==> config.mk <==
export PLATFORM = sky130hd
export DESIGN_NAME = palette_quantize_pixel_pack_unit
export DESIGN_NICKNAME = d
export VERILOG_FILES = /design/src/hdl/pqpp_pkg.sv /design/src/hdl/palette_quantize_pixel_pack_unit.sv
export SDC_FILE = /design/constraint.sdc
export NUM_CORES = 2
export LEC_CHECK = 0
export BUFFER_PORTS_ARGS = -buffer_cell sky130_fd_sc_hd__buf_2
export CAP_MARGIN = 10
export CORE_MARGIN = 3
export CORE_UTILIZATION = 32
export DETAILED_ROUTE_END_ITERATION = 12
export GPL_TIMING_DRIVEN = 0
export PLACE_DENSITY_LB_ADDON = 0.08
export SLEW_MARGIN = 20
export SYNTH_ARGS = -nofsm -noshare
export SYNTH_HDL_FRONTEND = slang
export SYNTH_SLANG_ARGS = --single-unit
==> constraint.sdc <==
create_clock -name clk -period 24.8 [get_ports clk]
set_input_delay 2.48 -clock clk [delete_from_list [all_inputs] [get_ports clk]]
set_output_delay 2.48 -clock clk [all_outputs]
set_load 0.02 [all_outputs]
==> src/hdl/pqpp_pkg.sv <==
// constants and types for the palette quantize and pixel pack unit
// no dependencies; imported by the top level and its checker
`default_nettype none

package pqpp_pkg;

  localparam int unsigned PAL_ENTRIES = 16;
  localparam int unsigned PAL_LEVELS  = 4;
  localparam int unsigned DIST_W      = 18;

  typedef logic [3:0]        pal_idx_t;
  typedef logic [1:0]        level_sel_t;
  typedef logic [DIST_W-1:0] dist_t;

  // register indexes of the configuration port
  typedef enum logic {
    CFG_FOUR_COLOUR = 1'b0,
    CFG_MASK_MODE   = 1'b1
  } cfg_index_t;

  // mask mode codes; the fourth code behaves as plain colour
  localparam logic [1:0] MASK_PLAIN = 2'd0;
  localparam logic [1:0] MASK_ALPHA = 2'd1;
  localparam logic [1:0] MASK_CLEAR = 2'd2;

  localparam logic [7:0] ALPHA_THRESHOLD = 8'd127;

  localparam pal_idx_t IDX_ZERO      = 4'd0;
  localparam pal_idx_t IDX_MASK_16   = 4'd15;
  localparam pal_idx_t IDX_MASK_4    = 4'd3;

  // the palette uses only four distinct component levels
  localparam logic [7:0] PAL_LEVEL [PAL_LEVELS] = '{8'hf7, 8'h90, 8'h06, 8'hf9};

  // level selects for each palette entry, per component
  localparam level_sel_t PAL_R_SEL [PAL_ENTRIES] = '{
    2'd0, 2'd2, 2'd0, 2'd1, 2'd2, 2'd2, 2'd1, 2'd2,
    2'd0, 2'd2, 2'd2, 2'd0, 2'd0, 2'd1, 2'd3, 2'd0};
  localparam level_sel_t PAL_G_SEL [PAL_ENTRIES] = '{
    2'd0, 2'd2, 2'd1, 2'd2, 2'd0, 2'd2, 2'd1, 2'd2,
    2'd0, 2'd1, 2'd0, 2'd2, 2'd0, 2'd1, 2'd1, 2'd2};
  localparam level_sel_t PAL_B_SEL [PAL_ENTRIES] = '{
    2'd1, 2'd2, 2'd2, 2'd2, 2'd0, 2'd1, 2'd0, 2'd0,
    2'd0, 2'd2, 2'd2, 2'd0, 2'd2, 2'd1, 2'd1, 2'd2};

endpackage

`default_nettype wire

==> src/hdl/palette_quantize_pixel_pack_unit.sv <==
// top level: nearest palette colour search, alpha masking and index packing
// depends on pqpp_pkg
`default_nettype none

// One RGBA pixel is accepted per cycle on the in_ stream and a packed byte
// leaves on the out_ stream every second pixel (16-colour, two nibbles, high
// first) or every fourth pixel (4-colour, split bit pairs). A pixel is held
// in the pixel register; the distance search over all palette entries, the
// mask override and the packing update are combinational into the output
// register, so out_tvalid rises when a byte's last pixel moves from the
// pixel register into the output register. Throughput is one pixel
// per cycle while out_tready is high; while a finished byte waits, the
// pixel register takes one more pixel and the input then stalls until the
// byte leaves. Configuration writes take effect at once and should be
// issued while no pixel is held in the pixel register and no byte is
// waiting in the output register.
module palette_quantize_pixel_pack_unit (
  input  wire logic                  clk,
  input  wire logic                  rst_n,
  input  wire logic                  in_tvalid,
  output logic                       in_tready,
  input  wire logic [31:0]           in_tdata,   // red, green, blue, alpha
  output logic                       out_tvalid,
  input  wire logic                  out_tready,
  output logic [7:0]                 out_tdata,  // packed_byte
  input  wire logic                  cfg_we,
  input  wire pqpp_pkg::cfg_index_t  cfg_index,
  input  wire logic [1:0]            cfg_wdata
);
  import pqpp_pkg::*;

  logic        four_r;
  logic [1:0]  mask_r;

  logic        pix_valid_r;
  logic [7:0]  red_r, green_r, blue_r, alpha_r;

  logic [7:0]  acc_r, acc_nxt;
  logic [1:0]  slot_r, slot_nxt;
  logic        out_valid_r, out_valid_nxt;
  logic [7:0]  out_data_r, out_data_nxt;

  logic        advance;
  logic        emit;

  logic [15:0] sq_r [PAL_LEVELS];
  logic [15:0] sq_g [PAL_LEVELS];
  logic [15:0] sq_b [PAL_LEVELS];
  dist_t       entry_dist [PAL_ENTRIES];

  dist_t       d1 [8];
  pal_idx_t    i1 [8];
  dist_t       d2 [4];
  pal_idx_t    i2 [4];
  dist_t       d3 [2];
  pal_idx_t    i3 [2];
  pal_idx_t    nearest;
  pal_idx_t    idx;
  logic        transparent;
  logic [7:0]  base;

  // configuration registers
  always_ff @(posedge clk) begin
    if (!rst_n) begin
      four_r <= 1'b0;
      mask_r <= MASK_PLAIN;
    end else if (cfg_we) begin
      unique case (cfg_index)
        CFG_FOUR_COLOUR: four_r <= cfg_wdata[0];
        CFG_MASK_MODE:   mask_r <= cfg_wdata;
        default:         ;
      endcase
    end
  end

  assign advance   = pix_valid_r && (!out_valid_r || out_tready);
  assign in_tready = !pix_valid_r || advance;

  // pixel register
  always_ff @(posedge clk) begin
    if (!rst_n) begin
      pix_valid_r <= 1'b0;
    end else if (in_tready) begin
      pix_valid_r <= in_tvalid;
    end
  end

  always_ff @(posedge clk) begin
    if (in_tvalid && in_tready) begin
      red_r   <= in_tdata[7:0];
      green_r <= in_tdata[15:8];
      blue_r  <= in_tdata[23:16];
      alpha_r <= in_tdata[31:24];
    end
  end

  // squared differences against the four component levels
  always_comb begin
    logic [7:0] dr, dg, db;
    for (int l = 0; l < PAL_LEVELS; l++) begin
      dr = (red_r   >= PAL_LEVEL[l]) ? red_r   - PAL_LEVEL[l] : PAL_LEVEL[l] - red_r;
      dg = (green_r >= PAL_LEVEL[l]) ? green_r - PAL_LEVEL[l] : PAL_LEVEL[l] - green_r;
      db = (blue_r  >= PAL_LEVEL[l]) ? blue_r  - PAL_LEVEL[l] : PAL_LEVEL[l] - blue_r;
      sq_r[l] = dr * dr;
      sq_g[l] = dg * dg;
      sq_b[l] = db * db;
    end
  end

  always_comb begin
    for (int e = 0; e < PAL_ENTRIES; e++) begin
      entry_dist[e] = DIST_W'(sq_r[PAL_R_SEL[e]]) + DIST_W'(sq_g[PAL_G_SEL[e]])
                    + DIST_W'(sq_b[PAL_B_SEL[e]]);
    end
  end

  // minimum tree; the lower index keeps a tie
  always_comb begin
    for (int j = 0; j < 8; j++) begin
      if (entry_dist[2*j+1] < entry_dist[2*j]) begin
        d1[j] = entry_dist[2*j+1];
        i1[j] = pal_idx_t'(2*j+1);
      end else begin
        d1[j] = entry_dist[2*j];
        i1[j] = pal_idx_t'(2*j);
      end
    end
    for (int j = 0; j < 4; j++) begin
      if (d1[2*j+1] < d1[2*j]) begin
        d2[j] = d1[2*j+1];
        i2[j] = i1[2*j+1];
      end else begin
        d2[j] = d1[2*j];
        i2[j] = i1[2*j];
      end
    end
    for (int j = 0; j < 2; j++) begin
      if (d2[2*j+1] < d2[2*j]) begin
        d3[j] = d2[2*j+1];
        i3[j] = i2[2*j+1];
      end else begin
        d3[j] = d2[2*j];
        i3[j] = i2[2*j];
      end
    end
    // entries 0..3 form the first second-level node
    if (four_r) begin
      nearest = i2[0];
    end else if (d3[1] < d3[0]) begin
      nearest = i3[1];
    end else begin
      nearest = i3[0];
    end
  end

  assign transparent = alpha_r < ALPHA_THRESHOLD;

  always_comb begin
    priority if (mask_r == MASK_ALPHA) begin
      idx = transparent ? (four_r ? IDX_MASK_4 : IDX_MASK_16) : IDX_ZERO;
    end else if (mask_r == MASK_CLEAR && transparent) begin
      idx = IDX_ZERO;
    end else begin
      idx = nearest;
    end
  end

  // packing
  always_comb begin
    base     = (slot_r == 2'd0) ? 8'h00 : acc_r;
    acc_nxt  = acc_r;
    slot_nxt = slot_r;
    emit     = 1'b0;
    out_data_nxt = out_data_r;
    if (four_r) begin
      acc_nxt = base | (8'(idx[0]) << (3'd7 - 3'(slot_r))) | (8'(idx[1]) << slot_r);
      if (slot_r == 2'd3) begin
        emit         = 1'b1;
        out_data_nxt = acc_nxt;
        acc_nxt      = 8'h00;
        slot_nxt     = 2'd0;
      end else begin
        slot_nxt = slot_r + 2'd1;
      end
    end else begin
      if (slot_r == 2'd0) begin
        acc_nxt  = {idx, 4'h0};
        slot_nxt = 2'd1;
      end else begin
        emit         = 1'b1;
        out_data_nxt = base | {4'h0, idx};
        acc_nxt      = 8'h00;
        slot_nxt     = 2'd0;
      end
    end
  end

  always_comb begin
    out_valid_nxt = out_valid_r;
    if (out_valid_r && out_tready) begin
      out_valid_nxt = 1'b0;
    end
    if (advance && emit) begin
      out_valid_nxt = 1'b1;
    end
  end

  always_ff @(posedge clk) begin
    if (!rst_n) begin
      acc_r       <= 8'h00;
      slot_r      <= 2'd0;
      out_valid_r <= 1'b0;
    end else begin
      out_valid_r <= out_valid_nxt;
      if (advance) begin
        acc_r  <= acc_nxt;
        slot_r <= slot_nxt;
      end
    end
  end

  always_ff @(posedge clk) begin
    if (advance && emit) begin
      out_data_r <= out_data_nxt;
    end
  end

  assign out_tvalid = out_valid_r;
  assign out_tdata  = out_data_r;

endmodule

`default_nettype wire

==> results.toml <==
[synthesis]
synth_seq_cells = 55
synth.top_cells.by_area = "sky130_fd_sc_hd__ha_1 26%, sky130_fd_sc_hd__fa_1 15%, sky130_fd_sc_hd__inv_1 7.2%, sky130_fd_sc_hd__xnor2_1 7.1%, sky130_fd_sc_hd__a21oi_1 5.6%"
post-synth-top-count-cell = "sky130_fd_sc_hd__ha_1"
yosys-top-cells-count = "893 x sky130_fd_sc_hd__ha_1, 828 x sky130_fd_sc_hd__inv_1, 532 x sky130_fd_sc_hd__nor2_1, 478 x sky130_fd_sc_hd__a21oi_1, 346 x sky130_fd_sc_hd__xnor2_1"
ys.flop_type = "sky130_fd_sc_hd__edfxtp_1"
post_synth_instance_area_um2 = 42950
synth_enable_flop_cells = 40
ys.warnings.count = 0
syn-instance-count = 5447
synth_area_per_cell_um2 = 7.885
netlist.top_cell.by_area = "sky130_fd_sc_hd__ha_1"
synthDominantCellAreaShare_pct = 26.01
asyncSetResetFlopFracSynth_pct = 0
synth_sequential_area_ratio_pct = 3.496
synth.lib_cells_used.distinct = 95

[cells_and_area]
area_growth_syn_to_layout_pct = 8.480
multiInputGateArea_um2 = 38550
drive_above_1_share_pct = 5.335
final-seq-area_um2 = 1501
filler_cell_count = 14150
num-nets-final = 6810

[floorplan]
initial_core_util_pct = 32.47
fp.dieW_um = 372.4
boundaryPins = 50
dieHeight_um = 372.4
rows = 133
core_area_um2 = 132300
fp.dieArea_um2 = 138700

[run]
max-cap-violations = 0

[place]
post-dp-hpwl_um = 143800
port_buffer_count = 49
routabilityCongestion = 0.9802

[sta]
fin_tns_setup_ns = 0
drv_slew = 0
timing.clock.skew_ns = 0.03115
rsz0062_at_grt = "no"
setup_viol = 0
maxClockFrequency_mhz = 42.65
final-hold-violation-count = 0
tightestPinTransition_ns = 1.224
period_share_pct = 94.54
finalWorstPathRequiredPeriod_ns = 23.45
slew_headroom_pct = 18.08

[clocking]
clkSlewWorstSetupHoldPaths_ns = 0.11
clock_tree.root_cell = "sky130_fd_sc_hd__clkbuf_16"
cts_max_path_buffers = 2
clock_latency_ns = 0.38
tritoncts = "yes"
postCtsSetupBuffers = 0
post_cts_resized = 0
numCtsBuffers = 5
number_of_hold_buffers_added_after_cts = 0
tritoncts_num_sinks = 55
cts_max_level = 2

[setup_path]
worst_setup_path_end_kind = "register"
startpoint = "red_r[5]"
timing.critical_path.slowest_stage_cell = "sky130_fd_sc_hd__nor2_1"
crit_cells = 80
worst-path-buf-inv = 12
reg2regPathDepth = 80
worst_path_dominant_cell_family = "compound AO/OA/AOI/OAI gates"
crit_path_max_fanout = 10
worst-setup-path-type = "register to register"
timing.rr.start = "red_r[5]"
critPathMaxStageDelay_ns = 0.91
crit_arrival_ns = 23.55
path_common_cell = "sky130_fd_sc_hd__a21o_1"
worst_ep_required_time_ns = 24.90
worstSetupEndpoint = "out_tdata[2]"
rr_endpoint = "out_tdata[2]"
ff2ff_setup_slack_ns = 1.35
worst_setup_path_start_kind = "register"

[routing]
via_density = 5.214
wire_length_per_cell_after_detailed_routing_um = 22.16
drtPass1Iterations = 5
routed_wirelength_um = 161900
remaining_drc_errors = 0
antenna_violating_nets_post_route = 0
routed-via-count = 38090
drt_iter0_markers = 2460

[min_path]
worst_hold_path_type = "register to register"

[global_routing]
antenna_found_initial = 3
grt_pass1_wl_um = 238200
largest_net_degree_at_the_start_of_global_routing = 20
grt.overflow.total = 0
grt.total_usage_pct = 23.16
grt_pass1_vias = 36760

[outcome]
status = "finished, final reports clean"
==> stage by stage <==
stage	util, %	hold slack, ns	cell area, µm²	worst slack, ns	instances
6_report	35.22	0.4826	46590	1.353	7305
5_1_grt	35.22	0.5095	46590	0.01988	7303
4_1_cts	35.17	0.4894	46530	1.140	7303
3_5_place_dp	35.06	0.4762	46380	1.282	7295
3_3_place_gp	34.34	0.4749	45430	-0.2145	7261
2_1_floorplan	-	0.4453	42990	6.482	5457
==> cells by family after synthesis <==
| family | after synthesis | synth area share, % |
|---|---|---|
| muxes | 120 | 2.916 |
| and+or+nand+nor | 1256 | 13.64 |
| adders and majority gates | 1227 | 41.49 |
| other | 2 | 0.01748 |
| xor gates and xnor gates | 468 | 9.578 |
| buffers and inverters | 915 | 8.055 |
| DFF | 55 | 3.496 |
| AOI/OAI and AO/OA | 1404 | 20.81 |
==> registers in the layout, summed over array words and instances (netlist names), 2 cells and up <==
name	cells
mask_r	2
green_r	8
blue_r	8
out_tdata	8
slot_r	2
alpha_r	8
acc_r	8
red_r	8
==> worst min path at each step <==
stage          startpoint        to  slack (ns)  depth (start not counted)
2_1_floorplan    acc_r[4]  acc_r[4]        0.45                          2
3_5_place_dp     acc_r[4]  acc_r[4]        0.48                          2
4_1_cts          acc_r[4]  acc_r[4]        0.49                          2
6_report         acc_r[4]  acc_r[4]        0.48                          2
5_1_grt          acc_r[4]  acc_r[4]        0.51                          2
3_3_place_gp     acc_r[4]  acc_r[4]        0.47                          2
==> placed cells by master (no fill, tap or decap), drive strengths merged, types with 67 or more instances in the layout <==
master	instances
ha	893
o21a	96
mux2i	79
fa	330
nor2	532
nor3	76
clkbuf	67
nand2b	87
o21bai	112
buf	102
inv	830
a21oi	480
a21o	164
xor2	120
o21ai	242
nand2	239
xnor2	348
==> layer usage <==
layer / part of all wire (%) / track usage, % / vias to the layer above
met2: 46 / 38.32 / 776
met3: 3.9 / 1.849 / 116
met5: 0 / 0 / -
met4: 3.0 / 6.040 / 0
met1: 47 / 32.34 / 18310
li1: - / - / 18890
==> final cells by class <==
class                           instances  share of cell area, %
Sequential cell                        55                  3.222
Multi-Input combinational cell       4487                  82.74
Timing Repair Buffer                   83                  1.549
Antenna cell                            2                0.01074
Clock inverter                          3                0.05908
Buffer                                 81                 0.7143
Tap cell                             1755                  4.713
Inverter                              834                  6.719
Clock buffer                            5                 0.2685
==> worst reg2reg max path: cells and delay by family, from the launching register on <==
family          cells  cell delay (ns)
compound gates     36             8.66
fa+ha+maj          13             5.09
simple gates       17             5.03
buf+inv            12             2.97
xor+xnor            2             0.95
flops               1             0.43
Power is not shown: default switching activity piles up to over one toggle a cycle in this logic, so the estimate is an artifact.
